File: src/sv/tst_pkg.sv
`default_nettype none
// ----------------------------------------------------------------------------
// Timer slot table package
// Shared types and constants for the timer slot table controller and datapath.
// ----------------------------------------------------------------------------
package tst_pkg;

  localparam int unsigned MaxResults   = 16;
  localparam int unsigned RepW         = $clog2(MaxResults + 1);
  localparam logic [15:0] TickStepInit = 16'd10;

  typedef enum logic [1:0] {
    OP_CREATE  = 2'd0,
    OP_RELEASE = 2'd1,
    OP_CANCEL  = 2'd2,
    OP_TICK    = 2'd3
  } op_e;

  typedef enum logic [2:0] {
    STS_OK       = 3'd0,
    STS_FIRED    = 3'd1,
    STS_FULL     = 3'd2,
    STS_NONE     = 3'd3,
    STS_NOT_USED = 3'd4
  } status_e;

  typedef enum logic [2:0] {
    S_IDLE,
    S_FIND,
    S_SCAN,
    S_DRAIN,
    S_REPORT
  } state_e;

  // Commands from the controller to the datapath.
  typedef struct packed {
    logic cap;      // capture the request fields
    logic do_rc;    // execute release or cancel on the incoming request
    logic do_tick;  // advance the tick count and reset the report state
    logic cnt_clr;  // clear the slot counter
    logic cnt_inc;  // step the slot counter
    logic alloc;    // allocate the slot at the counter
    logic full;     // answer table full
    logic scan;     // read the slot at the counter for evaluation
    logic report;   // issue the final result of a tick
  } tst_cmd_t;

  // Status from the datapath to the controller.
  typedef struct packed {
    logic free_here;  // slot at the counter is free
    logic cnt_end;    // counter is on the highest slot
  } tst_sts_t;

endpackage
`default_nettype wire

File: src/sv/tst_ctrl.sv
`default_nettype none
// ----------------------------------------------------------------------------
// Timer slot table controller
// Sequences the free-slot search for create and the slot scan for tick.
// ----------------------------------------------------------------------------
module tst_ctrl (
  input  wire logic              clk_i,
  input  wire logic              rst_ni,
  input  wire logic              start_i,
  input  wire logic [1:0]        operation_i,
  input  tst_pkg::tst_sts_t      sts_i,
  output tst_pkg::tst_cmd_t      cmd_o,
  output logic                   busy_o
);
  import tst_pkg::*;

  state_e state_q, state_d;

  always_ff @(posedge clk_i or negedge rst_ni) begin
    if (!rst_ni) begin
      state_q <= S_IDLE;
    end else begin
      state_q <= state_d;
    end
  end

  always_comb begin
    state_d = state_q;
    cmd_o   = '0;
    busy_o  = (state_q != S_IDLE);
    case (state_q)
      S_IDLE: begin
        if (start_i) begin
          cmd_o.cap     = 1'b1;
          cmd_o.cnt_clr = 1'b1;
          case (op_e'(operation_i))
            OP_CREATE: begin
              state_d = S_FIND;
            end
            OP_TICK: begin
              cmd_o.do_tick = 1'b1;
              state_d       = S_SCAN;
            end
            OP_RELEASE, OP_CANCEL: begin
              cmd_o.do_rc = 1'b1;
            end
            default: begin
              cmd_o.do_rc = 1'b1;
            end
          endcase
        end
      end
      S_FIND: begin
        if (sts_i.free_here) begin
          cmd_o.alloc = 1'b1;
          state_d     = S_IDLE;
        end else if (sts_i.cnt_end) begin
          cmd_o.full = 1'b1;
          state_d    = S_IDLE;
        end else begin
          cmd_o.cnt_inc = 1'b1;
        end
      end
      S_SCAN: begin
        cmd_o.scan = 1'b1;
        if (sts_i.cnt_end) begin
          state_d = S_DRAIN;
        end
      end
      S_DRAIN: begin
        // The last slot read is evaluated here.
        state_d = S_REPORT;
      end
      S_REPORT: begin
        cmd_o.report = 1'b1;
        state_d      = S_IDLE;
      end
      default: begin
        state_d = S_IDLE;
      end
    endcase
  end

  // A tick scan always ends in a drain and a final report.
  assert property (@(posedge clk_i) disable iff (!rst_ni)
    (state_q == S_SCAN && sts_i.cnt_end) |=> (state_q == S_DRAIN) ##1 (state_q == S_REPORT))
    else $error("tick scan did not end with drain and report");

  // Only the idle state accepts requests.
  assert property (@(posedge clk_i) disable iff (!rst_ni)
    cmd_o.cap |-> (state_q == S_IDLE && !busy_o))
    else $error("request captured while busy");

  // Allocation and table full are exclusive outcomes of the search.
  assert property (@(posedge clk_i) disable iff (!rst_ni)
    cmd_o.full |-> (!sts_i.free_here && sts_i.cnt_end))
    else $error("table full reported with a free slot");

endmodule
`default_nettype wire

File: src/sv/tst_datapath.sv
`default_nettype none
// ----------------------------------------------------------------------------
// Timer slot table datapath
// Tick count, slot storage, slot counter, scan evaluation and result register.
// ----------------------------------------------------------------------------
module tst_datapath #(
  parameter int unsigned NUM_SLOTS = 16
) (
  input  wire logic              clk_i,
  input  wire logic              rst_ni,
  input  tst_pkg::tst_cmd_t      cmd_i,
  output tst_pkg::tst_sts_t      sts_o,
  input  wire logic              tick_step_we_i,
  input  wire logic [15:0]       tick_step_i,
  input  wire logic [1:0]        operation_i,
  input  wire logic [31:0]       delay_i,
  input  wire logic              periodic_i,
  input  wire logic [3:0]        slot_i,
  output logic                   valid_o,
  output logic [2:0]             status_o,
  output logic [3:0]             slot_id_o,
  output logic                   last_o
);
  import tst_pkg::*;

  localparam int unsigned AW = (NUM_SLOTS > 1) ? $clog2(NUM_SLOTS) : 1;
  localparam logic [AW-1:0] LastIdx = AW'(NUM_SLOTS - 1);

  logic [15:0]          step_q;
  logic [31:0]          tick_q;
  logic [NUM_SLOTS-1:0] in_use_q;
  logic [AW-1:0]        cnt_q;
  logic [31:0]          delay_q;
  logic                 periodic_q;

  logic [31:0] exp_mem  [NUM_SLOTS];
  logic        done_mem [NUM_SLOTS];
  logic        hold_mem [NUM_SLOTS];
  logic [31:0] exp_rd_q;
  logic        done_rd_q;
  logic        hold_rd_q;

  logic            eval_v_q;
  logic [AW-1:0]   eval_idx_q;
  logic            pend_v_q;
  logic [AW-1:0]   pend_idx_q;
  logic [RepW-1:0] nrep_q;

  logic        res_v_q;
  status_e     status_q;
  logic [3:0]  slot_id_q;
  logic        last_q;

  // Release and cancel decode on the incoming request.
  logic          rc_in_range;
  logic [AW-1:0] rc_idx;
  logic          rc_ok;
  logic          rc_cancel;

  // Scan evaluation of the slot read in the previous cycle.
  logic eval_live;
  logic fire;
  logic free_slot;
  logic rep_ok;

  logic          done_we;
  logic [AW-1:0] done_wa;
  logic          done_wd;
  logic          hold_we;
  logic [AW-1:0] hold_wa;
  logic          hold_wd;

  assign rc_in_range = (32'(slot_i) < NUM_SLOTS);
  assign rc_idx      = AW'(slot_i);
  assign rc_ok       = rc_in_range && in_use_q[rc_idx];
  assign rc_cancel   = (op_e'(operation_i) == OP_CANCEL);

  assign eval_live = eval_v_q && in_use_q[eval_idx_q];
  assign fire      = eval_live && !done_rd_q && ($signed(exp_rd_q) < $signed(tick_q));
  assign free_slot = eval_live && (done_rd_q || fire) && !hold_rd_q;
  assign rep_ok    = fire && (nrep_q < RepW'(MaxResults));

  assign sts_o.free_here = !in_use_q[cnt_q];
  assign sts_o.cnt_end   = (cnt_q == LastIdx);

  always_comb begin
    done_we = 1'b0;
    done_wa = cnt_q;
    done_wd = 1'b0;
    hold_we = 1'b0;
    hold_wa = cnt_q;
    hold_wd = periodic_q;
    if (cmd_i.alloc) begin
      done_we = 1'b1;
      hold_we = 1'b1;
    end else if (cmd_i.do_rc && rc_ok) begin
      hold_we = 1'b1;
      hold_wa = rc_idx;
      hold_wd = 1'b0;
      done_we = rc_cancel;
      done_wa = rc_idx;
      done_wd = 1'b1;
    end else if (fire) begin
      done_we = 1'b1;
      done_wa = eval_idx_q;
      done_wd = 1'b1;
    end
  end

  // Slot storage: one write and one read address per cycle.
  always_ff @(posedge clk_i) begin
    if (cmd_i.alloc) begin
      exp_mem[cnt_q] <= tick_q + delay_q;
    end
    if (done_we) begin
      done_mem[done_wa] <= done_wd;
    end
    if (hold_we) begin
      hold_mem[hold_wa] <= hold_wd;
    end
    exp_rd_q  <= exp_mem[cnt_q];
    done_rd_q <= done_mem[cnt_q];
    hold_rd_q <= hold_mem[cnt_q];
  end

  always_ff @(posedge clk_i) begin
    if (cmd_i.cap) begin
      delay_q    <= delay_i;
      periodic_q <= periodic_i;
    end
  end

  always_ff @(posedge clk_i or negedge rst_ni) begin
    if (!rst_ni) begin
      step_q     <= TickStepInit;
      tick_q     <= '0;
      in_use_q   <= '0;
      cnt_q      <= '0;
      eval_v_q   <= 1'b0;
      eval_idx_q <= '0;
      pend_v_q   <= 1'b0;
      pend_idx_q <= '0;
      nrep_q     <= '0;
    end else begin
      if (tick_step_we_i) begin
        step_q <= tick_step_i;
      end
      if (cmd_i.do_tick) begin
        tick_q   <= tick_q + {16'd0, step_q};
        pend_v_q <= 1'b0;
        nrep_q   <= '0;
      end
      if (cmd_i.cnt_clr) begin
        cnt_q <= '0;
      end else if (cmd_i.cnt_inc || cmd_i.scan) begin
        cnt_q <= cnt_q + AW'(1);
      end
      eval_v_q   <= cmd_i.scan;
      eval_idx_q <= cnt_q;
      if (cmd_i.alloc) begin
        in_use_q[cnt_q] <= 1'b1;
      end
      if (free_slot) begin
        in_use_q[eval_idx_q] <= 1'b0;
      end
      // A fired slot waits here until it is known whether it is the last one.
      if (rep_ok) begin
        pend_v_q   <= 1'b1;
        pend_idx_q <= eval_idx_q;
        nrep_q     <= nrep_q + RepW'(1);
      end
    end
  end

  always_ff @(posedge clk_i or negedge rst_ni) begin
    if (!rst_ni) begin
      res_v_q <= 1'b0;
    end else begin
      res_v_q <= cmd_i.do_rc || cmd_i.alloc || cmd_i.full || cmd_i.report ||
                 (rep_ok && pend_v_q);
    end
  end

  always_ff @(posedge clk_i) begin
    if (cmd_i.do_rc) begin
      status_q  <= rc_ok ? STS_OK : STS_NOT_USED;
      slot_id_q <= slot_i;
      last_q    <= 1'b1;
    end else if (cmd_i.alloc) begin
      status_q  <= STS_OK;
      slot_id_q <= 4'(cnt_q);
      last_q    <= 1'b1;
    end else if (cmd_i.full) begin
      status_q  <= STS_FULL;
      slot_id_q <= '0;
      last_q    <= 1'b1;
    end else if (cmd_i.report) begin
      status_q  <= pend_v_q ? STS_FIRED : STS_NONE;
      slot_id_q <= pend_v_q ? 4'(pend_idx_q) : 4'd0;
      last_q    <= 1'b1;
    end else if (rep_ok && pend_v_q) begin
      status_q  <= STS_FIRED;
      slot_id_q <= 4'(pend_idx_q);
      last_q    <= 1'b0;
    end
  end

  assign valid_o   = res_v_q;
  assign status_o  = status_q;
  assign slot_id_o = slot_id_q;
  assign last_o    = last_q;

  // Only fired results can be followed by more results of the same request.
  assert property (@(posedge clk_i) disable iff (!rst_ni)
    (res_v_q && !last_q) |-> (status_q == STS_FIRED))
    else $error("non-final result that is not a firing");

  // The final report of a tick always comes out in the next cycle.
  assert property (@(posedge clk_i) disable iff (!rst_ni)
    cmd_i.report |=> (res_v_q && last_q))
    else $error("tick report missing");

  // The report count never passes the result limit.
  assert property (@(posedge clk_i) disable iff (!rst_ni)
    nrep_q <= RepW'(MaxResults))
    else $error("report count overflow");

  // A freshly allocated slot is live in the next cycle.
  assert property (@(posedge clk_i) disable iff (!rst_ni)
    cmd_i.alloc |=> in_use_q[$past(cnt_q)])
    else $error("allocated slot not marked in use");

endmodule
`default_nettype wire

File: src/sv/timer_slot_table_core.sv
`default_nettype none
// ----------------------------------------------------------------------------
// Timer slot table core
// Table of timer slots with create, release, cancel and tick operations.
// ----------------------------------------------------------------------------
// A request is taken when start_i is high and busy_o is low. Release and
// cancel complete in the accept cycle and leave busy_o low, so they can be
// issued back to back; their result is registered and appears in the next
// cycle. Create searches the in-use flags one slot per cycle from slot 0 and
// stops at the first free slot, or answers table full after the last slot.
// Tick reads the slot memory one slot per cycle and stays busy through the
// scan, a drain state and the final report. Every result is shown on the
// result ports for exactly one cycle with valid_o high and cannot be held
// off by the receiver; last_o marks the final result of a request. tick_step
// is written through tick_step_we_i and should only change while busy_o is
// low and no result is pending.
// ----------------------------------------------------------------------------
module timer_slot_table_core #(
  parameter int unsigned NUM_SLOTS = 16
) (
  input  wire logic        clk_i,
  input  wire logic        rst_ni,
  input  wire logic        tick_step_we_i,
  input  wire logic [15:0] tick_step_i,
  input  wire logic        start_i,
  output logic             busy_o,
  input  wire logic [1:0]  operation_i,
  input  wire logic [31:0] delay_i,
  input  wire logic        periodic_i,
  input  wire logic [3:0]  slot_i,
  output logic             valid_o,
  output logic [2:0]       status_o,
  output logic [3:0]       slot_id_o,
  output logic             last_o
);
  import tst_pkg::*;

  tst_cmd_t cmd;
  tst_sts_t sts;

  tst_ctrl u_ctrl (
    .clk_i       (clk_i),
    .rst_ni      (rst_ni),
    .start_i     (start_i),
    .operation_i (operation_i),
    .sts_i       (sts),
    .cmd_o       (cmd),
    .busy_o      (busy_o)
  );

  tst_datapath #(
    .NUM_SLOTS (NUM_SLOTS)
  ) u_datapath (
    .clk_i          (clk_i),
    .rst_ni         (rst_ni),
    .cmd_i          (cmd),
    .sts_o          (sts),
    .tick_step_we_i (tick_step_we_i),
    .tick_step_i    (tick_step_i),
    .operation_i    (operation_i),
    .delay_i        (delay_i),
    .periodic_i     (periodic_i),
    .slot_i         (slot_i),
    .valid_o        (valid_o),
    .status_o       (status_o),
    .slot_id_o      (slot_id_o),
    .last_o         (last_o)
  );

endmodule
`default_nettype wire
File: config.mk
export PLATFORM = sky130hd
export DESIGN_NAME = timer_slot_table_core
export DESIGN_NICKNAME = d
export VERILOG_FILES = /design/src/sv/tst_pkg.sv /design/src/sv/tst_ctrl.sv /design/src/sv/tst_datapath.sv /design/src/sv/timer_slot_table_core.sv
export SDC_FILE = /design/constraint.sdc
export NUM_CORES = 1
export LEC_CHECK = 0
export ABC_AREA = 1
export BUFFER_PORTS_ARGS = -buffer_cell sky130_fd_sc_hd__buf_4
export CAP_MARGIN = 20
export CORE_MARGIN = 1.5
export CORE_UTILIZATION = 45
export DETAILED_ROUTE_END_ITERATION = 12
export PLACE_DENSITY = 0.64
export RECOVER_POWER = 25
export REMOVE_ABC_BUFFERS = 1
export SYNTH_ARGS = -nofsm -noshare
export SYNTH_HDL_FRONTEND = slang
export SYNTH_SLANG_ARGS = --single-unit
File: constraint.sdc
create_clock -name clk_i -period 4.9 [get_ports clk_i]
set_clock_uncertainty 0.1 [all_clocks]
set_input_delay 0.49 -clock clk_i [delete_from_list [all_inputs] [get_ports clk_i]]
set_output_delay 0.49 -clock clk_i [all_outputs]
set_load 0.02 [all_outputs]
==> results of run 1 <==
-- stage by stage --
step	setup slack (ns)	area, µm²	power, mW	instances
finish	0.725	35200	22.8	3702
global route	0.349	35200	24.0	3702
CTS	1.10	35200	22.8	3688
detailed placement	1.12	32200	16.9	3502
global placement	1.21	32200	16.6	3500
floorplan	-5.83	30000	14.2	2514
-- state kept, by name, summed over array words and instances (netlist names) --
name	count
u_datapath.hold_mem	16
u_datapath.exp_rd_q	32
u_datapath.nrep_q	5
u_datapath.periodic_q	1
u_ctrl.state_q	3
u_datapath.valid_o	1
u_datapath.done_rd_q	1
u_datapath.status_o	3
u_datapath.hold_rd_q	1
u_datapath.last_o	1
u_datapath.slot_id_o	4
u_datapath.eval_v_q	1
u_datapath.delay_q	32
u_datapath.in_use_q	16
u_datapath.done_mem	16
u_datapath.step_q	16
u_datapath.pend_idx_q	4
u_datapath.tick_q	32
u_datapath.cnt_q	4
u_datapath.eval_idx_q	4
u_datapath.pend_v_q	1
u_datapath.exp_mem	512
-- per-layer routing --
metal / part of all wire (%) / track usage [%]
met2: 47 / 37.5
met3: 7.4 / 3.16
met4: 2.5 / 6.91
met1: 44 / 32.3
met5: 0 / 0
-- power by group --
group          switching (mW)  total, mW  internal, mW
logic                    5.49       7.74          2.25
registers               0.512       9.23          8.71
clock network            2.31       5.84          3.52
total                    8.32       22.8          14.5
-- worst min-delay path by stage --
stage,startpoint,endpoint,slack (ns),cells after the start
2_1_floorplan,rst_ni,u_ctrl.state_q[0],0.09,0
3_3_place_gp,u_datapath.last_o,u_datapath.last_o,0.35,2
3_5_place_dp,u_datapath.last_o,u_datapath.last_o,0.36,2
4_1_cts,tick_step_i[4],u_datapath.step_q[4],0.002,2
5_1_grt,tick_step_i[5],u_datapath.step_q[5],0.02,2
6_report,tick_step_i[5],u_datapath.step_q[5],0.03,2
-- cell usage in the layout, fill, tap and decap left out, types with 4 or more instances in the layout --
master and count:
xor2_1 35, xnor2_1 22, nand2_2 12, a21o_1 4, ha_1 85, nand2_1 316, nor4_1 8, o21a_1 5
buf_4 55, inv_1 120, clkbuf_8 13, nor2_1 370, nor3_1 24, mux2_2 15, nand3_1 30, nor2_4 21
nor3_2 4, dfrtp_1 85, o21ai_0 339, a2bb2oi_1 15, clkinvlp_4 4, a21oi_1 89, dlygate4sd3_1 47, buf_12 8
o21ai_1 26, nand4_1 47, clkbuf_4 35, clkbuf_16 81, dfxtp_1 35, bufinv_16 6, inv_2 16, clkbuf_1 44
o22ai_1 143, edfxtp_1 584, a31oi_1 9, clkinv_2 12, clkinv_1 10
-- final cells by class --
type / instances / area share, %
inverter: 142 / 1.54
sequential: 706 / 58.0
timing repair buffer: 176 / 4.05
tap: 873 / 3.10
clock buffer: 108 / 6.42
clock inverter: 31 / 0.903
multi-input combinational: 1666 / 26.0
-- what timing repair did --
| action | 4_1_cts | 5_1_grt |
|---|---|---|
| hold buffers | 47 | 0 |
| endpoints found under the setup margin | 0 | 0 |
| buffers inserted | 0 | 0 |
| endpoints found under the hold margin | 85 | 0 |
-- logic make-up (layout without fill, tap and decap cells) --
group           count (synthesis)  count (layout)  share of synthesized area, %
simple gates                  849             849                          11.8
flops                         706             706                          67.0
compound gates                658             658                          12.0
buf+inv                       265             457                          3.43
fa+ha+maj                      87              87                          3.62
xor+xnor                       57              57                          1.64
mux                            15              15                         0.554
==> run_results.csv, run 1 <==
group,metric,value,unit
status,status,"finished, violations left",
status,violations,"capacitance limit, slew limit",
route,wl_per_cell,21.8,µm
placement,gp_congestion,0.922,
setup_path,crit_required,5.30,ns
setup_path,worstPathMaxFanout,30,
sta,setup_tns,0,ns
global_route,grt_first_pass_wirelength,121,mm
power,p_leak,12.7,nW
route,drc,0,
final_layout,fillers,5662,
yosys,synth-edff-count,584,
final_layout,multi_input_area,9140,µm²
clock_tree,cts_repair_resize_count,0,
clock_tree,cts_sinks,706,
yosys,synth_top_area_share,57.5,%
route,drt-pass1-iter-count,5,
setup_path,rr_startpoint,"u_ctrl.state_q[2]",
clock_tree,cts_tree,"built",
setup_path,cp.depth,13,
yosys,synth-seq-cells,706,
global_route,grt_use_total,23.0,%
yosys,dominantRegCellSynth,"edfxtp_1",
route,num_vias,21200,
yosys,synth_top_area_cell,"edfxtp_1",
clock_tree,clk_pin_slew,0.06,ns
final_layout,drive_above_1_share,10.9,%
setup_path,path_class,"reg2reg",
route,vias_per_cell,5.73,
sta,worst_slew_pin_slew,2.75,ns
setup_path,slowest_delay,1.13,ns
sta,max_freq,240,MHz
yosys,ys_warn_count,0,
final_layout,antenna_cells,0,
die,die_x,263,µm
global_route,grt-ovfl-total,0,
die,die_area,69300,µm²
yosys,yosysUniqueCellTypes,59,
sta,rsz0062_at_grt,"no",
setup_path,rrSetupSlack,0.73,ns
sta,worst_hold_slack,0.0253,ns
final_layout,nNetsFinal,2913,
route,drt_iter0_markers,2346,
yosys,async_flop_share,12.3,%
setup_path,reg2reg_depth,13,
global_route,antenna_found_initial,0,
die,initial_utilization,45.4,%
clock_tree,worstSkewPairLatency,0.62,ns
sta,fin_crit_sh,85.2,%
yosys,synth_seq_area_share,67.0,%
power,power_density,648,nW/µm²
final_layout,syn_to_final_growth,15.4,%
die,ios,69,
setup_path,crit_buf_inv,4,
yosys,syn_area_per_cell,11.6,µm²
placement,hpwl,47.8,mm
route,drt-total-wl,80.5,mm
final_layout,seq_area,20400,µm²
setup_path,path_delay_family,"simple AND/OR/NAND/NOR gates",
yosys,synth.area.top_cells,"edfxtp_1 (58%), dfrtp_1 (7.0%), o21ai_0 (5.5%)",
clock_tree,root_buffer,"clkbuf_16",
setup_path,cp.arrival,4.58,ns
sta,setup_viol,0,
die,design.core.area,67200,µm²
global_route,grt_max_degree,96,
sta,period_needed,4.17,ns
setup_path,cpMaxStageDelayCell,"nor2_1",
route,postRouteAntennaNets,0,
run,cap_violations,4,
setup_path,cp-start-kind,"flop",
sta,hold_viol_final,0,
yosys,syn_area,30500,µm²
die,rows,95,
setup_path,endpoint,"u_datapath.tick_q[30]",
yosys,synth_top_cells_by_count,"edfxtp_1 (584), nor2_1 (382), o21ai_0 (338)",
setup_path,startpoint,"u_ctrl.state_q[2]",
power,irDropWorstVdd,305,µV
clock_tree,clockBufferDepth,3,
setup_path,endpoint_kind,"flop",
clock_tree,h-tree-depth,3,
die,dieHeight,263,µm
setup_path,path_common_cell,"nor2_1",
yosys,postSynthCellCount,2637,
setup_path,reg2reg_to,"u_datapath.tick_q[30]",
clock_tree,numCtsBuffers,75,
placement,numPortBuffers,68,
min_path,min_path_type,"in2reg",
setup_path,crit_chain,"nor2_1 > inv_2 > nor2_1 > clkinv_1 > nor2_1 > inv_1 > nor2_1 > inv_2 > nor3_4 > nand4_2 > nor3_2 > nand2_1 > xor2_1",
final_layout,final_core_util,52.4,%
sta,max_slew_margin,-83.3,%
sta,slew_violations,152,
yosys,yosys.cell_count.top_type,"edfxtp_1",
global_route,grt_pass1_vias,20500,
Power figures use the tool's default switching activity.
==> inputs of run 2 (changes only) <==
Clock period 4.9 ns to 4.1 ns, I/O delays scaled along.
==> run 2 against run 1 <==
Effect of this change:
- the flow still finishes with violations (capacitance limit, slew limit)
- final cell count rose by 0.22%
- register-to-register slack got worse by 0.46 ns
- final area fell by 0.20%
- global-route usage rose by 0.23 points
- setup slack got worse by 0.46 ns
- wire length rose by 0.69%
- sequential share of layout area rose by 0.13 points
- worst hold slack improved by 0.063 ns
- sequential power rose by 19%
- clock-buffer cell count fell by 3
- highest routed layer unchanged
- die area did not move
- critical endpoint is now u_datapath.exp_mem[15][25]
==> run_results.csv, run 2 (synthesis gave the netlist of run 1 again) <==
group,metric,value,unit
final_layout,syn_to_final_growth,15.2,%
setup_path,cp-start-kind,"flop",
setup_path,endpoint,"u_datapath.exp_mem[15][25]",
power,combPwrFrac,34.6,%
setup_path,path_common_cell,"inv_1",
die,die_area,69300,µm²
setup_path,slowest_delay,1.17,ns
clock_tree,worstSkewPairLatency,0.63,ns
setup_path,reg2reg_depth,7,
setup_path,cp.arrival,3.97,ns
setup_path,rr_startpoint,"u_datapath.cnt_q[0]",
clock_tree,post-cts-setup-buffers,0,
global_route,grt-ovfl-total,0,
sta,hold_viol_final,0,
clock_tree,h-tree-depth,3,
power,p_leak,12.7,nW
sta,max_freq,261,MHz
min_path,min_path_type,"in2reg",
die,rows,95,
final_layout,final_cell_mix,"edfxtp_1 (584), nor2_1 (369), o21ai_0 (338), nand2_1 (316), o22ai_1 (143)",
power,switching_share,36.6,%
final_layout,nNetsFinal,2924,
die,ios,69,
clock_tree,cts_repair_resize_count,0,
placement,gp_congestion,0.961,
clock_tree,cts_sinks,706,
global_route,grt_use_total,23.3,%
power,p_seq_share,41.0,%
clock_tree,clockBufferDepth,3,
setup_path,endpoint_kind,"flop",
placement,hpwl,47.0,mm
route,wl_per_cell,21.9,µm
die,die_x,263,µm
global_route,grt_first_pass_wirelength,122,mm
route,drc,0,
clock_tree,numCtsBuffers,74,
setup_path,cpMaxStageDelayCell,"clkbuf_2",
clock_tree,cts-hold-fix-buffers,50,
clock_tree,cts_tree,"built",
setup_path,crit_chain,"clkbuf_2 > ha_1 > inv_1 > nor2_1 > inv_1 > nor2_4 > buf_4",
route,drt_iter0_markers,2018,
sta,setup_viol,0,
die,design.core.area,67200,µm²
setup_path,path_class,"reg2reg",
placement,place_area,32300,µm²
global_route,antenna_found_initial,1,
setup_path,crit_required,4.24,ns
power,power_density,767,nW/µm²
sta,worst_slew_pin_slew,2.68,ns
sta,max_slew_margin,-78.7,%
power,clkPwrFrac,24.4,%
power,power.switching,9.86,mW
clock_tree,root_buffer,"clkbuf_16",
power,fin_total_pwr,26.9,mW
min_path,min_from,"tick_step_we_i",
sta,fin_crit_sh,93.6,%
power,irDropWorstVdd,393,µV
setup_path,worstPathMaxFanout,71,
status,status,"finished, violations left",
final_layout,design_area,35100,µm²
status,violations,"capacitance limit, slew limit",
die,initial_utilization,45.4,%
route,drt-pass1-iter-count,5,
setup_path,startpoint,"u_datapath.cnt_q[0]",
final_layout,antenna_cells,0,
route,vias_per_cell,5.72,
run,cap_violations,4,
sta,rsz0062_at_grt,"no",
sta,worst_slack,0.263,ns
setup_path,reg2reg_to,"u_datapath.exp_mem[15][25]",
setup_path,rrSetupSlack,0.26,ns
sta,slew_violations,220,
clock_tree,clk_pin_slew,0.06,ns
final_layout,largest-register,"u_datapath.exp_mem",
final_layout,largest_reg_flops,512,
route,postRouteAntennaNets,0,
setup_path,cp.depth,7,
setup_path,crit_buf_inv,4,
final_layout,final_common_cell,"edfxtp_1",
final_layout,fillers,5691,
die,dieHeight,263,µm
global_route,grt_pass1_vias,20500,
power,p_int,17.1,mW
sta,period_needed,3.84,ns
route,num_vias,21200,
placement,place_ws,0.350,ns
placement,numPortBuffers,68,
global_route,grt_max_degree,108,
route,drt-total-wl,81.1,mm
final_layout,drive_above_1_share,10.8,%
setup_path,path_delay_family,"buffers and inverters",
run 2: cell types whose count changed in the layout (fill, tap and decap cells not counted), moves of 2 or more:
cell           previous run  this run
clkbuf_8                 13         7
clkbuf_2                  1         3
clkbuf_16                81        76
clkinvlp_4                4         2
inv_2                    16        14
clkbuf_1                 44        51
inv_1                   120       122
buf_4                    55        67
dlygate4sd3_1            47        50
clkinv_4                  3         1
inv_6                     1         3
a21boi_0                  3         1
clkbuf_4                 35        30
run 2: final cells by class:
class                           count  area (µm²)  area share [%]
Timing Repair Buffer              188        1540            4.39
Multi-Input combinational cell   1666        9150            26.1
Tap cell                          873        1090            3.11
Sequential cell                   706       20400            58.2
Clock buffer                      105        2080            5.93
Clock inverter                     30         293           0.834
Inverter                          142         542            1.54
run 2: how the worst min path moves through the flow:
stage / endpoint / cells past startpoint
floorplan: u_ctrl.state_q[0] / 0
global placement: u_datapath.last_o / 2
detailed placement: u_datapath.last_o / 2
CTS: u_datapath.step_q[1] / 3
global route: u_datapath.step_q[1] / 3
finish: u_datapath.step_q[1] / 3
run 2: power by group through the flow:
stage / clock network, mW / logic [mW] / registers, mW
after floorplan: 0 / 5.81 / 11.2
after global placement: 0 / 8.74 / 11.2
after detailed placement: 0 / 9.05 / 11.2
after CTS: 6.68 / 9.15 / 11.0
after global routing: 6.94 / 10.4 / 11.1
final: 6.57 / 9.31 / 11.0
run 2: stage by stage:
stage	util (%)	instances	hold slack, ns	TNS [ns]
5_1_grt	52.3	3710	0.105	0
6_report	52.3	3710	0.0885	0
3_5_place_dp	48.1	3515	0.357	0
2_1_floorplan	-	2514	0.0144	-4008.90
3_3_place_gp	48.1	3515	0.345	0
4_1_cts	52.4	3700	0.0655	0
run 2: per-layer routing:
layer | global-route usage [%] | vias to the layer above | part of all wire, %
met3 | 3.49 | 164 | 7.1
met4 | 8.23 | 0 | 3.1
met1 | 32.2 | 10500 | 43
met2 | 37.5 | 828 | 47
li1 | - | 9774 | -
met5 | 0 | - | 0
run 2: worst register-to-register path: stages (launching register included):
cell      delay, ns
dfrtp_1        0.64
clkbuf_2       1.17
ha_1           0.35
inv_1          0.07
nor2_1         0.20
inv_1          0.13
nor2_4         0.11
buf_4          0.65
==> inputs of run 3 (changes only) <==
Settings changed: CTS_BUF_LIST set to sky130_fd_sc_hd__clkbuf_16.
Clock period 4.1 ns to 3.78 ns, I/O delays scaled along.
==> run 3 against run 2 <==
Effect of this change:
- first-iteration DRC count rose by 3.6%
- final cell count rose by 0.16%
- largest cell class unchanged
- the flow still finishes with violations (capacitance limit, slew limit)
- core utilization fell by 0.11 points
- critical endpoint is now u_datapath.exp_mem[10][26]
- flip-flop and latch count did not move
==> run_results.csv, run 3 (synthesis gave the netlist of run 1 again) <==
group,metric,value,unit
status,status,"finished, violations left",
status,violations,"capacitance limit, slew limit",
power,p_leak,12.7,nW
sta,period_needed,3.48,ns
sta,slew_violations,76,
setup_path,path_class,"reg2reg",
run,cap_violations,1,
placement,place_ws,0.0659,ns
setup_path,endpoint,"u_datapath.exp_mem[10][26]",
final_layout,syn_to_final_growth,14.9,%
die,initial_utilization,45.4,%
final_layout,final_cells,3716,
sta,fin_crit_sh,92.0,%
power,irDropWorstVdd,609,µV
final_layout,nNetsFinal,2929,
global_route,grt_use_total,23.5,%
route,drt_iter0_markers,2091,
route,drt-total-wl,81.5,mm
global_route,grt_max_degree,205,
setup_path,reg2reg_depth,12,
sta,worst_slew_pin_slew,1.86,ns
min_path,min_path_type,"in2reg",
setup_path,slowest_delay,0.78,ns
power,clkPwrFrac,23.7,%
placement,gp_congestion,0.923,
setup_path,crit_buf_inv,2,
die,die_x,263,µm
setup_path,crit_chain,"ha_1 > inv_1 > fa_1 > nand3b_1 > nand2_1 > a21boi_1 > o21ai_1 > a21oi_1 > inv_1 > nand4_1 > o2111ai_1 > xor2_1",
setup_path,crit_required,3.95,ns
final_layout,final_cell_mix,"edfxtp_1 (584), nor2_1 (370), o21ai_0 (339), nand2_1 (316)",
die,design.core.area,67200,µm²
die,ios,69,
route,wl_per_cell,21.9,µm
setup_path,rr_startpoint,"u_datapath.tick_q[0]",
die,die_area,69300,µm²
final_layout,largest-register,"u_datapath.exp_mem",
power,combPwrFrac,34.8,%
setup_path,rrSetupSlack,0.30,ns
setup_path,cp-start-kind,"flop",
power,switching_share,37.2,%
final_layout,largest_reg_flops,512,
placement,numPortBuffers,68,
power,fin_total_pwr,28.9,mW
sta,worst_slack,0.301,ns
global_route,antenna_found_initial,1,
sta,setup_viol,0,
sta,max_freq,287,MHz
route,drt-pass1-iter-count,6,
setup_path,reg2reg_to,"u_datapath.exp_mem[10][26]",
clock_tree,numCtsBuffers,74,
clock_tree,root_buffer,"clkbuf_16",
global_route,grt_pass1_vias,20700,
die,dieHeight,263,µm
route,postRouteAntennaNets,0,
setup_path,cp.depth,12,
setup_path,cpMaxStageDelayCell,"xor2_1",
clock_tree,h-tree-depth,3,
clock_tree,cts_tree,"built",
sta,max_slew_margin,-24.0,%
power,power_density,826,nW/µm²
setup_path,worstPathMaxFanout,16,
route,drc,0,
placement,hpwl,46.7,mm
setup_path,path_common_cell,"inv_1",
clock_tree,worstSkewPairLatency,0.61,ns
placement,dp_cells,3521,
clock_tree,post-cts-setup-buffers,0,
setup_path,startpoint,"u_datapath.tick_q[0]",
sta,hold_viol_final,0,
power,p_int,18.2,mW
setup_path,path_delay_family,"XOR/XNOR gates",
route,num_vias,21200,
power,p_seq_share,41.5,%
final_layout,antenna_cells,0,
final_layout,final_common_cell,"edfxtp_1",
clock_tree,cts_sinks,706,
power,power.switching,10.8,mW
setup_path,cp.arrival,3.65,ns
route,vias_per_cell,5.70,
setup_path,endpoint_kind,"flop",
clock_tree,clk_pin_slew,0.06,ns
die,rows,95,
global_route,grt-ovfl-total,0,
global_route,grt_first_pass_wirelength,123,mm
clock_tree,clockBufferDepth,3,
sta,rsz0062_at_grt,"no",
final_layout,drive_above_1_share,11.0,%
==> run 3: changes by cell type in the layout (fill, tap and decap cells not counted), sizes merged <==
cell | previous run | this run
clkbuf | 167 | 139
inv | 140 | 159
buf | 76 | 82
clkinv | 25 | 31
clkinvlp | 2 | 8
bufinv | 5 | 2
==> run 3: power groups by stage <==
stage / Combinational, mW / Clock [mW] / Sequential [mW]
after floorplan: 6.30 / 0 / 12.2
after global placement: 9.51 / 0 / 12.2
after detailed placement: 9.86 / 0 / 12.2
after CTS: 9.95 / 6.96 / 12.0
after global routing: 11.2 / 7.26 / 12.1
final: 10.1 / 6.85 / 12.0
==> run 3: per-stage QoR <==
step / util, % / setup TNS [ns] / hold WS, ns / cell area, µm²
after CTS: 52.2 / 0 / 0.00876 / 35100
final: 52.2 / 0 / 0.0433 / 35000
after global routing: 52.2 / 0 / 0.104 / 35000
after floorplan: - / -4211.14 / -0.0176 / 30000
after detailed placement: 48.1 / 0 / 0.370 / 32300
after global placement: 48.1 / 0 / 0.348 / 32300
==> run 3: how the worst min path moves through the flow <==
stage / startpoint / end / slack (ns) / cells past startpoint
floorplan: rst_ni / u_ctrl.state_q[0] / -0.02 / 0
global placement: u_datapath.last_o / u_datapath.last_o / 0.35 / 2
finish: tick_step_we_i / u_datapath.step_q[1] / 0.04 / 3
CTS: tick_step_we_i / u_datapath.step_q[1] / 0.009 / 3
detailed placement: u_datapath.last_o / u_datapath.last_o / 0.37 / 2
global route: tick_step_we_i / u_datapath.step_q[1] / 0.10 / 3
==> run 3: metal layers <==
layer	vias to the layer above	track usage, %	share of wire (%)
met5	-	0	0
met4	0	7.62	2.2
met3	124	3.56	7.0
met2	741	39.2	49
met1	10500	31.5	42
li1	9778	-	-
==> run 3: final cells by class <==
type	count	area, µm²
Clock buffer	78	1950
Clock inverter	58	334
Fill cell	5699	32100
Inverter	142	542
Multi-Input combinational cell	1666	9190
Sequential cell	706	20400
Tap cell	873	1090
Timing Repair Buffer	193	1510
==> run 3: worst register-to-register path: cells and delay by family, from the launching register on <==
kind                       cells  cell delay [ns]
DFF                            1             0.40
buffers and inverters          2             0.18
xor gates and xnor gates       1             0.78
adders and majority gates      2             0.58
and+or+nand+nor                3             0.38
AOI/OAI and AO/OA              4             0.74
==> run 3: timing repair <==
| action | CTS | global route |
|---|---|---|
| hold buffers | 50 | 0 |
| gates resized for setup | 0 | 6 |
| endpoints found under the hold margin | 97 | 0 |
| endpoints found under the setup margin | 0 | 80 |
